File: config.mk
export PLATFORM = sky130hd
export DESIGN_NAME = scan_disk_seek_scheduler
export DESIGN_NICKNAME = d
export VERILOG_FILES = /design/src/rtl/sdss_pkg.sv /design/src/rtl/sdss_ctrl.sv /design/src/rtl/sdss_datapath.sv /design/src/rtl/scan_disk_seek_scheduler.sv
export SDC_FILE = /design/constraint.sdc
export NUM_CORES = 1
export LEC_CHECK = 0
export BUFFER_PORTS_ARGS = -buffer_cell sky130_fd_sc_hd__buf_2
export CORE_MARGIN = 2
export CORE_UTILIZATION = 25
export CTS_CLUSTER_SIZE = 14
export DETAILED_ROUTE_END_ITERATION = 6
export PLACE_DENSITY = 0.48
export SLEW_MARGIN = 10
export SYNTH_ARGS = -nofsm -noshare
export SYNTH_HDL_FRONTEND = slang
export SYNTH_SLANG_ARGS = --single-unit
File: constraint.sdc
create_clock -name clk_i -period 11.91 [get_ports clk_i]
set_clock_uncertainty 0.2 [all_clocks]
set_input_delay 3.573 -clock clk_i [delete_from_list [all_inputs] [get_ports clk_i]]
set_output_delay 3.573 -clock clk_i [all_outputs]
set_load 0.05 [all_outputs]
File: src/rtl/sdss_pkg.sv
package sdss_pkg;

  // request store and sorted list sizing
  localparam int unsigned MAX_REQUESTS = 32;
  localparam int unsigned LIST_MAX     = MAX_REQUESTS + 3;
  localparam int unsigned IDX_W        = $clog2(LIST_MAX);
  localparam int unsigned LEN_W        = $clog2(LIST_MAX + 1);
  localparam int unsigned CMP_W        = LEN_W + 1;

  localparam int unsigned TRACK_W    = 16;
  localparam int unsigned TOTAL_W    = 17;
  localparam int unsigned CFG_DATA_W = 17;
  localparam int unsigned CFG_IDX_W  = 2;

  // register indexes
  localparam logic [CFG_IDX_W-1:0] CFG_DISK_TRACKS = CFG_IDX_W'(0);
  localparam logic [CFG_IDX_W-1:0] CFG_START_HEAD  = CFG_IDX_W'(1);
  localparam logic [CFG_IDX_W-1:0] CFG_PREV_TRACK  = CFG_IDX_W'(2);

  localparam logic [CFG_DATA_W-1:0] DISK_TRACKS_RST = CFG_DATA_W'(200);

  // item commands
  localparam logic CMD_LOAD  = 1'b0;
  localparam logic CMD_START = 1'b1;

  typedef struct packed {
    logic               cmd;
    logic [TRACK_W-1:0] track;
  } item_t;

  typedef struct packed {
    logic [TRACK_W-1:0] visit_track;
    logic [TOTAL_W-1:0] seek_total;
    logic               last;
  } result_t;

  // value to insert into the sorted list
  typedef enum logic [1:0] {
    VAL_TRACK,
    VAL_LAST,
    VAL_ZERO,
    VAL_HEAD
  } val_sel_e;

  typedef struct packed {
    logic     ins_load;
    val_sel_e val_sel;
    logic     ins_begin;
    logic     ins_cmp;
    logic     ins_fin;
    logic     emit_init;
    logic     emit_rd;
    logic     emit_out;
  } ctrl_t;

  typedef struct packed {
    logic full;
    logic pos_zero;
    logic pos_one;
    logic greater;
    logic more;
  } status_t;

  // last track of the disk, saturated to the track width
  function automatic logic [TRACK_W-1:0] last_track(input logic [CFG_DATA_W-1:0] dt);
    logic [CFG_DATA_W-1:0] m;
    m = dt - CFG_DATA_W'(1);
    if (dt == '0) begin
      return '0;
    end else if (dt > CFG_DATA_W'(65536)) begin
      return '1;
    end
    return m[TRACK_W-1:0];
  endfunction

endpackage

File: src/rtl/sdss_ctrl.sv
module sdss_ctrl (
  input  logic             clk_i,
  input  logic             rst_ni,
  input  logic             start_i,
  input  logic             cmd_i,
  input  sdss_pkg::status_t status_i,
  output sdss_pkg::ctrl_t   ctrl_o,
  output logic             busy_o
);

  typedef enum logic [7:0] {
    ST_IDLE = 8'b0000_0001,
    ST_NEXT = 8'b0000_0010,
    ST_BEG  = 8'b0000_0100,
    ST_CMP  = 8'b0000_1000,
    ST_FIN  = 8'b0001_0000,
    ST_INIT = 8'b0010_0000,
    ST_ERD  = 8'b0100_0000,
    ST_EOUT = 8'b1000_0000
  } state_e;

  // which insertion is under way
  typedef enum logic [3:0] {
    PH_LOAD = 4'b0001,
    PH_LAST = 4'b0010,
    PH_ZERO = 4'b0100,
    PH_HEAD = 4'b1000
  } phase_e;

  state_e state_q, state_d;
  phase_e phase_q, phase_d;
  logic   ins_done;

  always_comb begin
    state_d  = state_q;
    phase_d  = phase_q;
    ctrl_o   = '0;
    ins_done = 1'b0;
    case (state_q)
      ST_IDLE: begin
        if (start_i) begin
          if (cmd_i == sdss_pkg::CMD_START) begin
            phase_d = PH_LAST;
            state_d = ST_NEXT;
          end else if (!status_i.full) begin
            ctrl_o.ins_load = 1'b1;
            ctrl_o.val_sel  = sdss_pkg::VAL_TRACK;
            phase_d         = PH_LOAD;
            state_d         = ST_BEG;
          end
        end
      end
      ST_NEXT: begin
        ctrl_o.ins_load = 1'b1;
        case (phase_q)
          PH_LAST: ctrl_o.val_sel = sdss_pkg::VAL_LAST;
          PH_ZERO: ctrl_o.val_sel = sdss_pkg::VAL_ZERO;
          PH_HEAD: ctrl_o.val_sel = sdss_pkg::VAL_HEAD;
          default: ctrl_o.val_sel = sdss_pkg::VAL_TRACK;
        endcase
        state_d = ST_BEG;
      end
      ST_BEG: begin
        ctrl_o.ins_begin = 1'b1;
        if (status_i.pos_zero) begin
          ins_done = 1'b1;
        end else begin
          state_d = ST_CMP;
        end
      end
      ST_CMP: begin
        ctrl_o.ins_cmp = 1'b1;
        if (status_i.greater) begin
          if (status_i.pos_one) begin
            state_d = ST_FIN;
          end
        end else begin
          ins_done = 1'b1;
        end
      end
      ST_FIN: begin
        ctrl_o.ins_fin = 1'b1;
        ins_done       = 1'b1;
      end
      ST_INIT: begin
        ctrl_o.emit_init = 1'b1;
        state_d          = ST_ERD;
      end
      ST_ERD: begin
        ctrl_o.emit_rd = 1'b1;
        state_d        = ST_EOUT;
      end
      ST_EOUT: begin
        ctrl_o.emit_out = 1'b1;
        state_d         = status_i.more ? ST_ERD : ST_IDLE;
      end
      default: state_d = ST_IDLE;
    endcase

    if (ins_done) begin
      case (phase_q)
        PH_LOAD: state_d = ST_IDLE;
        PH_LAST: begin
          phase_d = PH_ZERO;
          state_d = ST_NEXT;
        end
        PH_ZERO: begin
          phase_d = PH_HEAD;
          state_d = ST_NEXT;
        end
        PH_HEAD: state_d = ST_INIT;
        default: state_d = ST_IDLE;
      endcase
    end
  end

  always_ff @(posedge clk_i or negedge rst_ni) begin
    if (!rst_ni) begin
      state_q <= ST_IDLE;
      phase_q <= PH_LOAD;
    end else begin
      state_q <= state_d;
      phase_q <= phase_d;
    end
  end

  assign busy_o = (state_q != ST_IDLE);

endmodule

File: src/rtl/sdss_datapath.sv
module sdss_datapath (
  input  logic                                clk_i,
  input  logic                                rst_ni,
  input  logic                                cfg_we_i,
  input  logic [sdss_pkg::CFG_IDX_W-1:0]      cfg_index_i,
  input  logic [sdss_pkg::CFG_DATA_W-1:0]     cfg_data_i,
  input  logic [sdss_pkg::TRACK_W-1:0]        track_i,
  input  sdss_pkg::ctrl_t                     ctrl_i,
  output sdss_pkg::status_t                   status_o,
  output logic                                result_valid_o,
  output sdss_pkg::result_t                   result_o
);

  localparam int unsigned IDX_W = sdss_pkg::IDX_W;
  localparam int unsigned LEN_W = sdss_pkg::LEN_W;
  localparam int unsigned CMP_W = sdss_pkg::CMP_W;
  localparam int unsigned TW    = sdss_pkg::TRACK_W;
  localparam int unsigned SW    = sdss_pkg::TOTAL_W;

  logic [sdss_pkg::CFG_DATA_W-1:0] disk_tracks_q;
  logic [TW-1:0]                   start_head_q;
  logic [TW-1:0]                   prev_track_q;

  always_ff @(posedge clk_i or negedge rst_ni) begin
    if (!rst_ni) begin
      disk_tracks_q <= sdss_pkg::DISK_TRACKS_RST;
      start_head_q  <= '0;
      prev_track_q  <= '0;
    end else if (cfg_we_i) begin
      case (cfg_index_i)
        sdss_pkg::CFG_DISK_TRACKS: disk_tracks_q <= cfg_data_i;
        sdss_pkg::CFG_START_HEAD:  start_head_q  <= cfg_data_i[TW-1:0];
        sdss_pkg::CFG_PREV_TRACK:  prev_track_q  <= cfg_data_i[TW-1:0];
        default: ;
      endcase
    end
  end

  logic [TW-1:0] lt;
  logic [TW-1:0] clamped;
  logic [TW-1:0] sel_val;

  assign lt      = sdss_pkg::last_track(disk_tracks_q);
  assign clamped = (track_i > lt) ? lt : track_i;

  always_comb begin
    case (ctrl_i.val_sel)
      sdss_pkg::VAL_TRACK: sel_val = clamped;
      sdss_pkg::VAL_LAST:  sel_val = lt;
      sdss_pkg::VAL_ZERO:  sel_val = '0;
      sdss_pkg::VAL_HEAD:  sel_val = start_head_q;
      default:             sel_val = clamped;
    endcase
  end

  // sorted list store, one write and one registered read a cycle
  logic [TW-1:0]    list_q [sdss_pkg::LIST_MAX];
  logic [TW-1:0]    rdata_q;
  logic             rd_en;
  logic [IDX_W-1:0] rd_addr;
  logic             wr_en;
  logic [TW-1:0]    wr_data;

  logic [LEN_W-1:0] len_q, len_d;
  logic [IDX_W-1:0] pos_q, pos_d;
  logic [IDX_W-1:0] split_q, split_d;
  logic [IDX_W-1:0] idx_q, idx_d;
  logic [TW-1:0]    ins_val_q;
  logic             ge_q;
  logic             ins_done;
  logic             greater;
  logic             pos_zero;
  logic             pos_one;

  assign pos_zero = (pos_q == '0);
  assign pos_one  = (pos_q == IDX_W'(1));
  // the head goes in front of equal entries so that it marks the split
  assign greater  = ge_q ? (rdata_q >= ins_val_q) : (rdata_q > ins_val_q);

  always_comb begin
    rd_en    = 1'b0;
    rd_addr  = idx_q;
    wr_en    = 1'b0;
    wr_data  = ins_val_q;
    ins_done = 1'b0;
    pos_d    = pos_q;
    if (ctrl_i.ins_load) begin
      pos_d = IDX_W'(len_q);
    end
    if (ctrl_i.ins_begin) begin
      if (pos_zero) begin
        wr_en    = 1'b1;
        ins_done = 1'b1;
      end else begin
        rd_en   = 1'b1;
        rd_addr = pos_q - IDX_W'(1);
      end
    end
    if (ctrl_i.ins_cmp) begin
      wr_en = 1'b1;
      if (greater) begin
        wr_data = rdata_q;
        pos_d   = pos_q - IDX_W'(1);
        if (!pos_one) begin
          rd_en   = 1'b1;
          rd_addr = pos_q - IDX_W'(2);
        end
      end else begin
        ins_done = 1'b1;
      end
    end
    if (ctrl_i.ins_fin) begin
      wr_en    = 1'b1;
      ins_done = 1'b1;
    end
    if (ctrl_i.emit_rd) begin
      rd_en   = 1'b1;
      rd_addr = idx_q;
    end
  end

  always_ff @(posedge clk_i) begin
    if (wr_en) begin
      list_q[pos_q] <= wr_data;
    end
    if (rd_en) begin
      rdata_q <= list_q[rd_addr];
    end
  end

  // visit order bookkeeping
  logic             dir_up_q, dir_up_d;
  logic             second_q, second_d;
  logic             up_avail;
  logic             down_avail;
  logic             up_first;
  logic             more;
  logic [IDX_W-1:0] split_up;
  logic [IDX_W-1:0] split_dn;

  assign up_avail   = (CMP_W'(split_q) + CMP_W'(1)) < CMP_W'(len_q);
  assign down_avail = (split_q != '0);
  assign up_first   = (prev_track_q < start_head_q);
  assign split_up   = split_q + IDX_W'(1);
  assign split_dn   = split_q - IDX_W'(1);

  always_comb begin
    more     = 1'b0;
    idx_d    = idx_q;
    dir_up_d = dir_up_q;
    second_d = second_q;
    if (dir_up_q) begin
      if ((CMP_W'(idx_q) + CMP_W'(1)) < CMP_W'(len_q)) begin
        more  = 1'b1;
        idx_d = idx_q + IDX_W'(1);
      end else if (!second_q && down_avail) begin
        more     = 1'b1;
        idx_d    = split_dn;
        dir_up_d = 1'b0;
        second_d = 1'b1;
      end
    end else begin
      if (idx_q != '0) begin
        more  = 1'b1;
        idx_d = idx_q - IDX_W'(1);
      end else if (!second_q && up_avail) begin
        more     = 1'b1;
        idx_d    = split_up;
        dir_up_d = 1'b1;
        second_d = 1'b1;
      end
    end
    if (ctrl_i.emit_init) begin
      dir_up_d = up_first ? up_avail : !down_avail;
      second_d = up_first ? !up_avail : !down_avail;
      idx_d    = dir_up_d ? split_up : split_dn;
    end else if (!ctrl_i.emit_out) begin
      idx_d    = idx_q;
      dir_up_d = dir_up_q;
      second_d = second_q;
    end
  end

  always_comb begin
    len_d   = len_q;
    split_d = split_q;
    if (ins_done) begin
      len_d = len_q + LEN_W'(1);
      if (ge_q) begin
        split_d = pos_q;
      end
    end
    if (ctrl_i.emit_out && !more) begin
      len_d = '0;
    end
  end

  // seek distance
  logic [TW-1:0] head_q;
  logic [SW-1:0] sum_q;
  logic [TW-1:0] step_dist;
  logic [SW-1:0] sum_d;

  assign step_dist = (rdata_q > head_q) ? (rdata_q - head_q) : (head_q - rdata_q);
  assign sum_d     = sum_q + SW'(step_dist);

  sdss_pkg::result_t result_q;
  logic              valid_q;

  always_ff @(posedge clk_i or negedge rst_ni) begin
    if (!rst_ni) begin
      len_q    <= '0;
      head_q   <= '0;
      sum_q    <= '0;
      valid_q  <= 1'b0;
      ge_q     <= 1'b0;
      dir_up_q <= 1'b0;
      second_q <= 1'b0;
    end else begin
      len_q    <= len_d;
      valid_q  <= ctrl_i.emit_out;
      dir_up_q <= dir_up_d;
      second_q <= second_d;
      if (ctrl_i.ins_load) begin
        ge_q <= (ctrl_i.val_sel == sdss_pkg::VAL_HEAD);
      end
      if (ctrl_i.emit_init) begin
        head_q <= start_head_q;
        sum_q  <= '0;
      end else if (ctrl_i.emit_out) begin
        head_q <= rdata_q;
        sum_q  <= sum_d;
      end
    end
  end

  always_ff @(posedge clk_i) begin
    pos_q   <= pos_d;
    split_q <= split_d;
    idx_q   <= idx_d;
    if (ctrl_i.ins_load) begin
      ins_val_q <= sel_val;
    end
    if (ctrl_i.emit_out) begin
      result_q.visit_track <= rdata_q;
      result_q.seek_total  <= sum_d;
      result_q.last        <= !more;
    end
  end

  assign status_o.full     = (len_q == LEN_W'(sdss_pkg::MAX_REQUESTS));
  assign status_o.pos_zero = pos_zero;
  assign status_o.pos_one  = pos_one;
  assign status_o.greater  = greater;
  assign status_o.more     = more;

  assign result_valid_o = valid_q;
  assign result_o       = result_q;

endmodule

File: src/rtl/scan_disk_seek_scheduler.sv
// scan (elevator) seek scheduler. an item is taken when start_i is high and
// busy_o is low. a load item inserts its track, clamped to the last track, into
// a sorted list store; it is dropped, with busy_o left low, when the store
// already holds its full count of requests. a load keeps busy_o high while
// insertion shifts each stored track above the new one up by one entry, one
// entry a cycle through the single write port of the store. a start item
// inserts the last track, track 0 and the head the same way, then reads the
// list out in sweep order, each visit taking a registered store read and then
// a step that forms the running seek total. with n stored requests a run gives
// n + 2 visits. each visit is shown on result_o for exactly one cycle with
// result_valid_o high, never in consecutive cycles; the receiver cannot stall
// and must take it then. the final visit has last set and carries the total.
// configuration writes are taken at any time but belong in idle periods; a
// write to an index past the register list is ignored.
module scan_disk_seek_scheduler (
  input  logic                            clk_i,
  input  logic                            rst_ni,

  // item channel
  input  logic                            start_i,
  output logic                            busy_o,
  input  sdss_pkg::item_t                 item_i,

  // result channel, one transfer per strobe
  output logic                            result_valid_o,
  output sdss_pkg::result_t               result_o,

  // configuration write port
  input  logic                            cfg_we_i,
  input  logic [sdss_pkg::CFG_IDX_W-1:0]  cfg_index_i,
  input  logic [sdss_pkg::CFG_DATA_W-1:0] cfg_data_i
);

  sdss_pkg::ctrl_t   ctrl;
  sdss_pkg::status_t status;

  // sequencing of insertions and the visit readout
  sdss_ctrl u_ctrl (
    .clk_i    (clk_i),
    .rst_ni   (rst_ni),
    .start_i  (start_i),
    .cmd_i    (item_i.cmd),
    .status_i (status),
    .ctrl_o   (ctrl),
    .busy_o   (busy_o)
  );

  // config registers, sorted list store, sweep order and seek total
  sdss_datapath u_datapath (
    .clk_i          (clk_i),
    .rst_ni         (rst_ni),
    .cfg_we_i       (cfg_we_i),
    .cfg_index_i    (cfg_index_i),
    .cfg_data_i     (cfg_data_i),
    .track_i        (item_i.track),
    .ctrl_i         (ctrl),
    .status_o       (status),
    .result_valid_o (result_valid_o),
    .result_o       (result_o)
  );

endmodule

Word-level counts from Yosys, hierarchy flattened
Memories as Yosys holds them, arrays and structs flattened. A register that Yosys moved wholly into a read port is not among the register bits.
Index checks and enable logic that the tools add are counted.
{ "classes": {"addsub": 13, "magnitude_cmp": 8, "n_eq_ne": 29, "muxes": 98, "n_reduce_logical": 25} }
{ "ops": {"columns": ["cell", "n"], "rows": [
  ["$mux W16", 9],
  ["$mux W6", 19],
  ["$pmux W16 S4", 1],
  ["$pmux W8 S8", 1],
  ["$mux W8", 7],
  ["$gt A16 B16 Y1", 3],
  ["$mux W1", 45],
  ["$mux W17", 2],
  ["$sub A16 B16 Y16", 2],
  ["$mux W4", 5],
  ["$add A6 B1 Y6 const B", 3],
  ["$sub A6 B1 Y6 const B", 3],
  ["$add A17 B16 Y17", 1],
  ["$gt A17 B17 Y1 const B", 1],
  ["$logic_not A17 Y1", 1],
  ["$ge A16 B16 Y1", 1],
  ["$lt A16 B16 Y1", 1],
  ["$sub A16 B1 Y16 const B", 1],
  ["$add A6 B1 Y7 const B", 2],
  ["$lt A7 B6 Y1", 2],
  ["$pmux W6 S2", 1],
  ["$reduce_bool A6 Y1", 2],
  ["$mux W3", 3],
  ["$ne A3 B3 Y1 const B", 3],
  ["38 further kinds", 54]
]} }
{ "word_totals": {"reg_bits": 172, "mem_bits_rw": 560, "in_bits": 40, "output_inout_bits": 36, "wordCells": 193, "memories": 1} }
{ "mem_list": {"columns": ["name", "words", "width", "rd", "rd_clocked_by_memory_dff", "write_ports", "line_no", "source"], "rows": [
  ["u_datapath.list_q", 35, 16, 1, 1, 1, "sdss_datapath.sv:57", "logic [TW-1:0] list_q [sdss_pkg::LIST_MAX];"]
]} }

Depth between registers and ports, before layout
Gate-level depths: netlist (run 1).
{ "logic_depth": {"ltp_word": 9, "ltp_mapped": 25, "mapped_depth_nobuf": 22} }

Modules after synthesis
From an unflattened synthesis (run 1), not the netlist that was laid out.
{ "unflattened": {"cells_unflattened": 3013, "area_unflattened_um2": 36552.6} }
{ "by_module_without_submodules": {"columns": ["mod", "instances", "cells_per_inst", "area_per_inst_um2", "seq_area_each_um2"], "rows": [
  ["sdss_datapath", 1, 2928, 35763.0, 21584.5],
  ["sdss_ctrl", 1, 85, 789.5, 302.8]
]} }

Worst setup path before layout (run 1)
OpenSTA, ideal clock, no wires.
{ "synth_timing": {"path_kind": "input -> register", "start": "input port item_i[1] (netlist bit)", "end": "register u_datapath.ins_val_q[0] (data pin)", "setup_ps": 264, "t_arrival_ps": 5532, "t_required_ps": 11446, "setup_slack_ps": 5913, "path_stages": 13, "path_buffers": 1, "cell_sequence": "ha_1 nor2b_1 o21a_1 o21ai_0 nand2b_1 a21oi_1 nor2b_1 o21ai_0 a31oi_1 o21a_1 a21oi_1 clkbuf_1 o21ai_0"} }
{ "synth_via": {"elab_chain_len": 3} }
{ "synth_rtl": {"columns": ["element", "line_no", "source"], "rows": [
  ["start: declaration", "scan_disk_seek_scheduler.sv:22", "input sdss_pkg::item_t item_i,"],
  ["$gt A16 B16 Y1", "sdss_datapath.sv:44", "assign clamped = (track_i > lt) ? lt : track_i;"],
  ["$mux W16", "sdss_datapath.sv:44", null],
  ["$pmux W16 S4", "sdss_datapath.sv:47", "case (ctrl_i.val_sel)"],
  ["via u_datapath.sel_val[0]", "sdss_datapath.sv:41", "logic [TW-1:0] sel_val;"],
  ["end signal: assignment", "sdss_datapath.sv:242", "ins_val_q <= sel_val;"],
  ["end: declaration", "sdss_datapath.sv:68", "logic [TW-1:0] ins_val_q;"]
]} }
The timed path passes the listed nets, and every way through them passes these cells.
A chain may end at the register's enable or synchronous reset.

Final worst setup path (run 1)
{ "layout_timing": {"start": "register u_ctrl.state_q[6]", "end": "output port busy_o"} }
{ "layout_via": {"elab_chain_len": 1} }
{ "layout_rtl": {"columns": ["element", "line_no", "source"], "rows": [
  ["start: declaration", "sdss_ctrl.sv:30", "state_e state_q, state_d;"],
  ["start signal: assignment", "sdss_ctrl.sv:122", "state_q <= state_d;"],
  ["$ne A8 B1 Y1", "sdss_ctrl.sv:127", "assign busy_o = (state_q != ST_IDLE);"],
  ["end: declaration", "scan_disk_seek_scheduler.sv:21", "output logic busy_o,"]
]} }
Every way passes these cells.

==> impl_results.md, run 1 <==
* # port buffers at 75
* H-tree levels at 3
* Nets@finish at 3,214
* Top-count cell post-synth: nand2_1
* Worst Path Class, Setup: reg2out
* Crit end category: output port
* Routed length per instance at 20.84 um
* Drt pass-1 iters at 5
* Remaining Overflow, GRT at 0
* Mapped cell area at 34,490 um^2
* Inserted Clock Buffers at 83
* Yosys cell types at 82
* CP startpoint kind: flip-flop
* Synth Register Bits at 748
* Fill cells at 14,030
* Register area at 21,890 um^2
* Number of synthesized flops with an enable pin at 638
* Achievable frequency at 154.0 MHz
* Root Driver: clkbuf_16
* Ys async rst share at 13.90%
* Gpl congestion at 0.8434
* Initial drt markers at 1,985
* Largest net degree at the start of global routing at 142
* Clk_lat worst skew at 0.66 ns
* Post-Route WL at 102,400 um
* Slew Limit Fails at 0
* Die Width at 375.4 um
* CP arrival at 2.72 ns
* Area leader, netlist: edfxtp_1
* Leakage at 14.85 nW
* Final Hold Fails at 0
* Top post-synthesis cells by count: nand2_1 (696), edfxtp_1 (638), nand3_1 (172), inv_1 (125), nor2_1 (122)
* Hold Buf Count CTS at 0
* CTS clk-pin slew, worst paths at 0.06 ns
* Cells after Synth at 2,964
* Share of cells above drive strength 1 at 12.44%
* Post-synth top area share at 55.54%
* Core area at 137,200 um^2
* Slew Limit Headroom at 15.19%
* Worst VDD drop at 128.9 uV
* Most used DFF post-synth: edfxtp_1
* Vias in the first global route at 22,410
* Worst slew pin tran at 1.261 ns
* Global-route usage over all layers at 14.29%
* FP Rows at 136
* DRC viols at 0
* CTS resizes at 0
* Worst Hold Class: reg2reg
* Postcts setup bufs at 0
* Number of setup violations in the final report at 0
* Fin crit period at 6.493 ns
* Multi-input logic area at 11,650 um^2
* Num Clock Sinks at 748
* Final period utilization at 54.52%
* Initial core utilization at 25.15%
* Synth warn at 0
* CTS tree: built
* Crit path max fanout at 5
* DIE AREA at 141,000 um^2
* Worst Path Required at 8.14 ns
* Global-route wire length before repair at 151,500 um
* Drt via density at 4.744
* Synth-to-layout area growth at 16.12%
* HPWL after detailed placement at 64,340 um
* DRT antenna net count at 0
* PwrDens at 199.3 nW/um^2
* # IOs at 76
* Fin util at 29.20%
* Setup TNS at 0 ns
* Synth area leaders: edfxtp_1 (56%), nand2_1 (7.6%), dfrtp_1 (7.2%), ha_1 (4.4%), nand3_1 (2.5%)
* RSZ-0062 raised after global routing: no
* Initial antenna violation count at 9
* Post-Syn Area per Cell at 11.64 um^2
* Via count at 23,320
* CTS max path bufs at 3
* Die height at 375.4 um
* Post-Syn Nets at 3,127
* Max-Cap Viols at 0
* Post-synthesis sequential area ratio at 63.46%
* Status: finished clean
==> layout by cell type, fill, tap and decap left out, drive strengths merged, types with 17 or more instances in the layout <==
| cell | synthesis | layout |
|---|---|---|
| ha | 120 | 120 |
| nand3 | 172 | 172 |
| and3 | 55 | 55 |
| a22oi | 17 | 17 |
| nor2 | 122 | 122 |
| or4 | 18 | 18 |
| clkbuf | 78 | 98 |
| nor3 | 34 | 34 |
| clkinv | 0 | 39 |
| buf | 76 | 156 |
| mux2 | 50 | 50 |
| dfrtp | 99 | 99 |
| edfxtp | 638 | 638 |
| inv | 125 | 130 |
| xnor2 | 43 | 43 |
| a21oi | 109 | 109 |
| nand2 | 697 | 697 |
| o21a | 17 | 17 |
| o21ai | 111 | 111 |
| o22ai | 27 | 27 |
| xor2 | 19 | 19 |
| a21o | 25 | 25 |
| a311oi | 54 | 54 |
==> state kept, by name, summed over array words and instances, names as in the netlist, 4 cells and up <==
name                      flops
u_datapath.ins_val_q         16
u_datapath.pos_q              6
u_datapath.sum_q             17
u_datapath.head_q            16
u_datapath.disk_tracks_q     17
u_datapath.start_head_q      16
u_datapath.prev_track_q      16
u_datapath.rdata_q           16
u_ctrl.phase_q                4
u_datapath.split_q            6
u_ctrl.state_q                8
u_datapath.result_o          34
u_datapath.len_q              6
u_datapath.idx_q              6
u_datapath.list_q           560
==> cell type report <==
| class | count | area share [%] |
|---|---|---|
| sequential | 748 | 54.65 |
| clock inverter | 55 | 1.584 |
| multi-input combinational | 1937 | 29.08 |
| timing repair buffer | 156 | 2.524 |
| antenna | 2 | 0.01250 |
| clock buffer | 98 | 5.376 |
| tap | 1794 | 5.604 |
| inverter | 125 | 1.171 |
==> power breakdown <==
group	internal [mW]	switching [mW]
sequential	3.16	0.133
clock	1.51	1.11
combinational	0.604	1.46
==> path summary, 6_finish.rpt <==
check                                               endpoint  slack [ns]                   from  depth (start not counted)
worst max register to register        u_datapath.rdata_q[13]        5.98  u_datapath.rdata_q[0]                         13
min in group asynchronous       u_datapath.disk_tracks_q[14]        2.72                 rst_ni                          1
worst min-delay path                     u_datapath.sum_q[9]        0.30    u_datapath.sum_q[9]                          1
max in group asynchronous                u_datapath.len_q[5]        7.45                 rst_ni                          2
worst max-delay path                                  busy_o        5.42      u_ctrl.state_q[6]                          6
worst min register to register           u_datapath.sum_q[9]        0.30    u_datapath.sum_q[9]                          1
==> metal layers <==
layer / track usage [%] / share of wire (%)
met1: 19.84 / 45
met2: 22.31 / 46
met3: 2.434 / 5.9
met4: 5.244 / 3.2
met5: 0 / 0.049
==> worst max-delay path, cell delays in order, from the launching register on <==
cell and delay, ns:
dfrtp_1 0.41, nor2_1 0.17, nand2_1 0.11, or3_1 0.31
nor3b_1 0.49, inv_1 0.30, buf_2 0.29
==> kinds of logic after synthesis <==
group | Yosys count | synth area share [%]
AO/OA/AOI/OAI | 490 | 9.671
flip-flops | 748 | 63.46
adder cells (fa/ha/maj) | 123 | 4.527
buffers and inverters | 279 | 3.497
multiplexers | 60 | 1.923
AND/OR/NAND/NOR | 1202 | 15.35
XOR/XNOR | 62 | 1.574
==> stage by stage <==
step,cells,power (mW),worst slack [ns],hold WS (ns),instance area [um^2]
6_report,4915,7.983,5.417,0.2988,40050
5_1_grt,4913,8.371,5.234,0.3214,40050
4_1_cts,4913,8.064,5.434,0.3013,40050
3_5_place_dp,4760,5.423,5.145,0.2876,37260
3_3_place_gp,4760,5.418,5.115,0.2806,37260
2_1_floorplan,2964,4.625,5.913,0.2029,34490
Note: power is estimated with default switching activity, not from simulation.
==> run 2: changes to the inputs <==
==> constraint.sdc (replaced) <==
create_clock -name clk_i -period 6.27 [get_ports clk_i]
set_clock_uncertainty 0.2 [all_clocks]
set_input_delay 1.881 -clock clk_i [delete_from_list [all_inputs] [get_ports clk_i]]
set_output_delay 1.881 -clock clk_i [all_outputs]
set_load 0.05 [all_outputs]
==> run 2 against run 1 <==
  * Routed wire length down 0.75%
  * Largest cell class unchanged
  * Power up 90%
  * Combinational power up 97%
==> impl_results.md, run 2 (synthesized netlist as in run 1, its figures left out) <==
* CTS tree: built
* Design area at 40,310 um^2 (+0.63%)
* H-tree levels at 3 (unchanged)
* Largest net degree at the start of global routing at 105 (-26%)
* Global-route usage over all layers at 14.25% (-0.042 points)
* Via count at 23,370 (+0.21%)
* R2R Setup Slk at 0.69 ns (-5.29 ns)
* CP peak stage delay at 0.47 ns (-0.02 ns)
* Die height at 375.4 um (unchanged)
* Max-Cap Viols at 0 (unchanged)
* Worst Hold Class: reg2reg
* Drt via density at 4.719 (-0.52%)
* Die Width at 375.4 um (unchanged)
* DRC viols at 0 (unchanged)
* Num Clock Sinks at 748 (unchanged)
* DRT antenna net count at 0 (unchanged)
* Worst VDD drop at 191.7 uV (+49%)
* Max reg flops at 560 (unchanged)
* Clk_lat worst skew at 0.67 ns (about the same)
* Number of setup violations in the final report at 0 (unchanged)
* # port buffers at 75 (unchanged)
* Final period utilization at 88.92%
* Initial drt markers at 1,964 (-1.1%)
* Vias in the first global route at 22,610 (+0.86%)
* CTS resizes at 0 (unchanged)
* Fin crit period at 5.575 ns
* CP startpoint kind: flip-flop
* Leakage at 15.01 nW (+1.1%)
* Most frequent cells in the layout: nand2_1 (695), edfxtp_1 (638), nand3_1 (172)
* RR Endpoint: u_datapath.result_o[17]
* Achievable frequency at 179.4 MHz
* Reg with most FFs: u_datapath.list_q
* Post-Route WL at 101,700 um (-0.75%)
* Hold Path End: u_datapath.ge_q
* Inserted Clock Buffers at 84 (+1.2%)
* Reg2reg path depth at 23 (+10)
* HPWL after detailed placement at 66,130 um (+2.8%)
* Global-route wire length before repair at 152,300 um (+0.56%)
* Worst R2R Start: u_datapath.rdata_q[0]
* Core area at 137,200 um^2 (unchanged)
* Crit path cell chain: inv_1 > ha_1 > inv_1 > fa_1 > a21oi_1 > o221a_2 > nor3_1 > o21ai_2 > buf_4 > nor4_1 > a31oi_1 > a41oi_1 > o21ai_0 > xnor2_1 > ha_1 > nand3_1 > nand2_1 > a41o_1 > o41a_1 > a41oi_1 > nand2b_1 > a21oi_1 > xnor2_1
* Gpl congestion at 0.8309 (-1.5%)
* Worst hold stages at 1 (unchanged)
* Placement-stage cell area at 37,590 um^2 (+0.89%)
* Slowest cell on the critical path: edfxtp_1
* Routed length per instance at 20.53 um (-1.5%)
* CTS clk-pin slew, worst paths at 0.06 ns (about the same)
* Initial core utilization at 25.15% (unchanged)
* CTS max path bufs at 3 (unchanged)
* Crit path max fanout at 28 (+23)
* Nets@finish at 3,251 (+1.2%)
* Hold Startpoint: u_datapath.ge_q
* Root Driver: clkbuf_16
* Final WS setup at 0.6947 ns (-4.722 ns)
* Worst slew pin tran at 1.222 ns (-0.03936 ns)
* Drt pass-1 iters at 5 (unchanged)
* Hold Buf Count CTS at 0 (unchanged)
* Worst Path Required at 6.48 ns (-1.66 ns)
* Status: finished clean
* Initial antenna violation count at 8 (-1)
* Final Hold Fails at 0 (unchanged)
* Crit end category: flip-flop
* Slew Limit Fails at 0 (unchanged)
* DIE AREA at 141,000 um^2 (unchanged)
* RSZ-0062 raised after global routing: no
* PwrDens at 375.4 nW/um^2 (+88%)
* Postcts setup bufs at 0 (unchanged)
* N_diodes at 0 (-2)
* Dpl ws at 0.7225 ns (-4.423 ns)
* CP arrival at 5.78 ns (+3.06 ns)
* Slew Limit Headroom at 18.22% (+3.0 points)
* Setup TNS at 0 ns (unchanged)
* Share of cells above drive strength 1 at 13.40% (+0.96 points)
* # IOs at 76 (unchanged)
* Most common cell after layout, fill and taps aside: nand2_1
* FP Rows at 136 (unchanged)
* Remaining Overflow, GRT at 0 (unchanged)
* Worst Path Class, Setup: reg2reg
* Synth-to-layout area growth at 16.86%
run 2: layout make-up:
cell class | instances | area [um^2]
inverters | 125 | 469.2
flip-flops and latches | 748 | 21890
repair buffers | 192 | 1344
fillers | 14050 | 96850
well taps | 1794 | 2245
multi-input cells | 1937 | 11650
clock buffers | 102 | 2221
clock inverters | 53 | 491.7
run 2: worst max path at each step:
stage                      startpoint                       to  slack, ns  cells after the start
3_3_place_gp    u_datapath.rdata_q[0]  u_datapath.result_o[17]       0.70                     23
5_1_grt         u_datapath.rdata_q[0]  u_datapath.result_o[17]       0.19                     23
4_1_cts         u_datapath.rdata_q[0]  u_datapath.result_o[17]       0.69                     22
3_5_place_dp    u_datapath.rdata_q[0]  u_datapath.result_o[17]       0.72                     22
6_report        u_datapath.rdata_q[0]  u_datapath.result_o[17]       0.69                     23
2_1_floorplan  u_datapath.rdata_q[11]  u_datapath.result_o[17]       0.68                     22
run 2: critical path, delay by kind of cell, from the launching register on:
family / cells / cell delay [ns]
compound gates: 10 / 2.46
fa+ha+maj: 3 / 0.97
buf+inv: 3 / 0.59
flops: 1 / 0.47
simple gates: 5 / 0.38
xor+xnor: 2 / 0.25
run 2: routing by layer:
| layer | global-route usage [%] | share of wire [%] |
|---|---|---|
| met4 | 4.925 | 3.1 |
| met1 | 19.75 | 46 |
| met2 | 23.00 | 47 |
| met5 | 0 | 0 |
| met3 | 1.661 | 4.4 |
run 2: power by group:
part	leakage (nW)	total, mW	internal [mW]	switching, mW
Combinational	6.57	4.08	1.25	2.82
Sequential	7.12	6.19	6.00	0.193
Clock	1.32	4.86	2.79	2.08
Total	15.0	15.1	10.0	5.09
run 2: per-stage QoR:
step	utilization (%)	hold slack, ns	cells	power [mW]
finish	29.39	0.3090	4951	15.13
global route	29.39	0.3267	4951	15.91
CTS	29.39	0.3067	4951	15.31
detailed placement	27.41	0.2949	4796	10.41
global placement	27.41	0.2846	4796	10.40
floorplan	-	0.2029	2964	8.786
==> run 3: changes to the inputs <==
--- a/config.mk
+++ b/config.mk
@@ -11,6 +11,7 @@
 export CTS_CLUSTER_SIZE = 14
 export DETAILED_ROUTE_END_ITERATION = 6
 export PLACE_DENSITY = 0.48
+export REMOVE_ABC_BUFFERS = 1
 export SLEW_MARGIN = 10
 export SYNTH_ARGS = -nofsm -noshare
 export SYNTH_HDL_FRONTEND = slang
==> run 3 against run 2 <==
  * First-iteration DRC count shrank 7.2%
  * Sequential cell count is the same
  * Sequential share of layout area grew 0.35 points
  * Via count shrank 0.77%
  * Non-clock buffer count shrank 27
  * Core utilization shrank 0.19 points
  * Register-to-register slack lost 0.03 ns
  * Highest routed layer is now met5
==> impl_results.md, run 3 (synthesized netlist as in run 1, its figures left out) <==
* Status: finished clean
* Multi-input logic area at 11,650 um^2 (about the same)
* DIE AREA at 141,000 um^2 (unchanged)
* H-tree levels at 3 (unchanged)
* Max reg flops at 560 (unchanged)
* Synth-to-layout area growth at 16.12%
* Worst VDD drop at 258.4 uV (+35%)
* Via count at 23,190 (-0.77%)
* CTS clk-pin slew, worst paths at 0.06 ns (about the same)
* Reg with most FFs: u_datapath.list_q
* Comb pwr share at 26.5% (-0.4 points)
* Register area at 21,890 um^2 (unchanged)
* Slew Limit Fails at 0 (unchanged)
* Global-route wire length before repair at 150,900 um (-0.96%)
* Max-Cap Viols at 0 (unchanged)
* Total Power at 15.03 mW (-0.68%)
* Crit end category: flip-flop
* Die Width at 375.4 um (unchanged)
* Dpl ws at 0.6708 ns (-0.05166 ns)
* Internal Power at 9.945 mW (-0.93%)
* Final WS setup at 0.6677 ns (-0.02707 ns)
* Initial antenna violation count at 8 (unchanged)
* Postcts setup bufs at 0 (unchanged)
* Core area at 137,200 um^2 (unchanged)
* Worst Path Required at 6.47 ns (about the same)
* Register share of total power at 41.5% (+0.6 points)
* CP arrival at 5.80 ns (+0.02 ns)
* Placement-stage cell area at 37,390 um^2 (-0.54%)
* Final Hold Fails at 0 (unchanged)
* Fin crit period at 5.602 ns (+0.02707 ns)
* CP peak stage delay at 0.45 ns (-0.02 ns)
* Placed cells at 4,769 (-0.56%)
* Number of setup violations in the final report at 0 (unchanged)
* Slew Limit Headroom at 16.38% (-1.8 points)
* Initial core utilization at 25.15% (unchanged)
* Bufs and invs on worst path at 2 (-1)
* CTS max path bufs at 3 (unchanged)
* Remaining Overflow, GRT at 0 (unchanged)
* Worst slew pin tran at 1.250 ns (+0.02746 ns)
* Die height at 375.4 um (unchanged)
* Clk_lat worst skew at 0.66 ns (about the same)
* Worst Path Class, Setup: reg2reg
* Most frequent cells in the layout: nand2_1 (695), edfxtp_1 (638), nand3_1 (172)
* RSZ-0062 raised after global routing: no
* CTS tree: built
* Num Clock Sinks at 748 (unchanged)
* Drt via density at 4.711 (-0.18%)
* Inserted Clock Buffers at 82 (-2.4%)
* Slowest cell on the critical path: fa_1
* Worst Hold Class: reg2reg
* Global-route usage over all layers at 14.25% (about the same)
* FP Rows at 136 (unchanged)
* Nets@finish at 3,222 (-0.89%)
* CP startpoint kind: flip-flop
* Most common cell after layout, fill and taps aside: nand2_1
* Largest net degree at the start of global routing at 83 (-21%)
* Worst path most repeated cell: a21oi_1
* Vias in the first global route at 22,400 (-0.90%)
* Share of cells above drive strength 1 at 12.48% (-0.92 points)
* CTS resizes at 0 (unchanged)
* Routed length per instance at 20.75 um (+1.1%)
* Crit path cell chain: inv_1 > ha_1 > inv_1 > fa_1 > a21oi_1 > o221a_2 > nor3_1 > o21ai_2 > mux2i_1 > xnor2_1 > ha_1 > nor2b_1 > o21ai_0 > a21boi_0 > o21ai_0 > a21oi_1 > a41o_1 > o41a_1 > a41oi_1 > nand2b_1 > a21oi_1 > xnor2_1
* Gpl congestion at 0.8395 (+1.0%)
* Sw power at 5.084 mW (-0.19%)
* PwrDens at 375.3 nW/um^2 (about the same)
* HPWL after detailed placement at 65,510 um (-0.94%)
* DRC viols at 0 (unchanged)
* Switching share of total power at 33.83% (+0.17 points)
* # IOs at 76 (unchanged)
* CP delay by family, top: compound AO/OA/AOI/OAI gates
* Post-Route WL at 102,100 um (+0.46%)
* Fill cells at 14,020 (-0.19%)
* Final period utilization at 89.35% (+0.43 points)
* # port buffers at 75 (unchanged)
* Crit path max fanout at 11 (-61%)
* Initial drt markers at 1,822 (-7.2%)
* Non-filler instance count after layout at 4,922 (-0.59%)
* Leakage at 14.86 nW (-1.1%)
* Fin util at 29.20% (-0.19 points)
* Root Driver: clkbuf_16
* DRT antenna net count at 0 (unchanged)
* Clock power share at 31.9% (-0.2 points)
* Achievable frequency at 178.5 MHz (-0.48%)
* Hold Buf Count CTS at 0 (unchanged)
* Design area at 40,050 um^2 (-0.63%)
* Drt pass-1 iters at 7 (+2)
==> run 3: worst paths after layout <==
| path | from | endpoint | slack (ns) | cells past startpoint |
|---|---|---|---|---|
| setup / recovery | u_datapath.rdata_q[0] | u_datapath.result_o[17] | 0.67 | 22 |
| hold / removal | u_datapath.prev_track_q[0] | u_datapath.prev_track_q[0] | 0.30 | 1 |
| setup reg to reg | u_datapath.rdata_q[0] | u_datapath.result_o[17] | 0.67 | 22 |
| hold reg to reg | u_datapath.prev_track_q[0] | u_datapath.prev_track_q[0] | 0.30 | 1 |
| max in group asynchronous | rst_ni | u_datapath.disk_tracks_q[3] | 3.60 | 2 |
| min in group asynchronous | rst_ni | u_datapath.sum_q[14] | 1.15 | 1 |
==> run 3: power by group through the flow <==
stage | Combinational [mW] | Sequential [mW] | Clock [mW]
final | 3.99 | 6.24 | 4.80
after global routing | 4.41 | 6.27 | 5.10
after CTS | 4.02 | 6.24 | 4.93
after detailed placement | 4.00 | 6.34 | 0
after global placement | 3.99 | 6.34 | 0
after floorplan | 2.45 | 6.25 | 0
==> run 3: per-layer routing <==
metal	vias up	wire [um]	GRT usage (%)	part of all wire, %
li1	10980	-	-	-
met1	11560	47110	19.66	46
met2	515	46790	22.44	46
met3	131	5368	2.795	5.3
met4	6	2820	4.554	2.8
met5	-	41	0	0.040
==> run 3: worst reg2reg max path, stage by stage (launching register included) <==
cell and delay [ns]:
edfxtp_1 0.44, inv_1 0.17, ha_1 0.19, inv_1 0.06
fa_1 0.45, a21oi_1 0.24, o221a_2 0.24, nor3_1 0.05
o21ai_2 0.42, mux2i_1 0.27, xnor2_1 0.15, ha_1 0.28
nor2b_1 0.14, o21ai_0 0.20, a21boi_0 0.15, o21ai_0 0.21
a21oi_1 0.13, a41o_1 0.28, o41a_1 0.37, a41oi_1 0.35
nand2b_1 0.09, a21oi_1 0.19, xnor2_1 0.08
==> run 3: final cells by class <==
class,instances,share of cell area (%)
multi-input cells,1937,29.09
inverters,125,1.172
clock buffers,113,5.620
repair buffers,165,2.849
clock inverters,37,0.9997
diodes,3,0.01874
well taps,1794,5.604
flip-flops and latches,748,54.65
==> run 3: metrics by stage <==
step                      hold WS (ns)  setup TNS [ns]
final                           0.3009               0
after floorplan                 0.2657          -14.90
after CTS                       0.3024               0
after detailed placement        0.2883               0
after global routing            0.3298               0
after global placement          0.2806               0
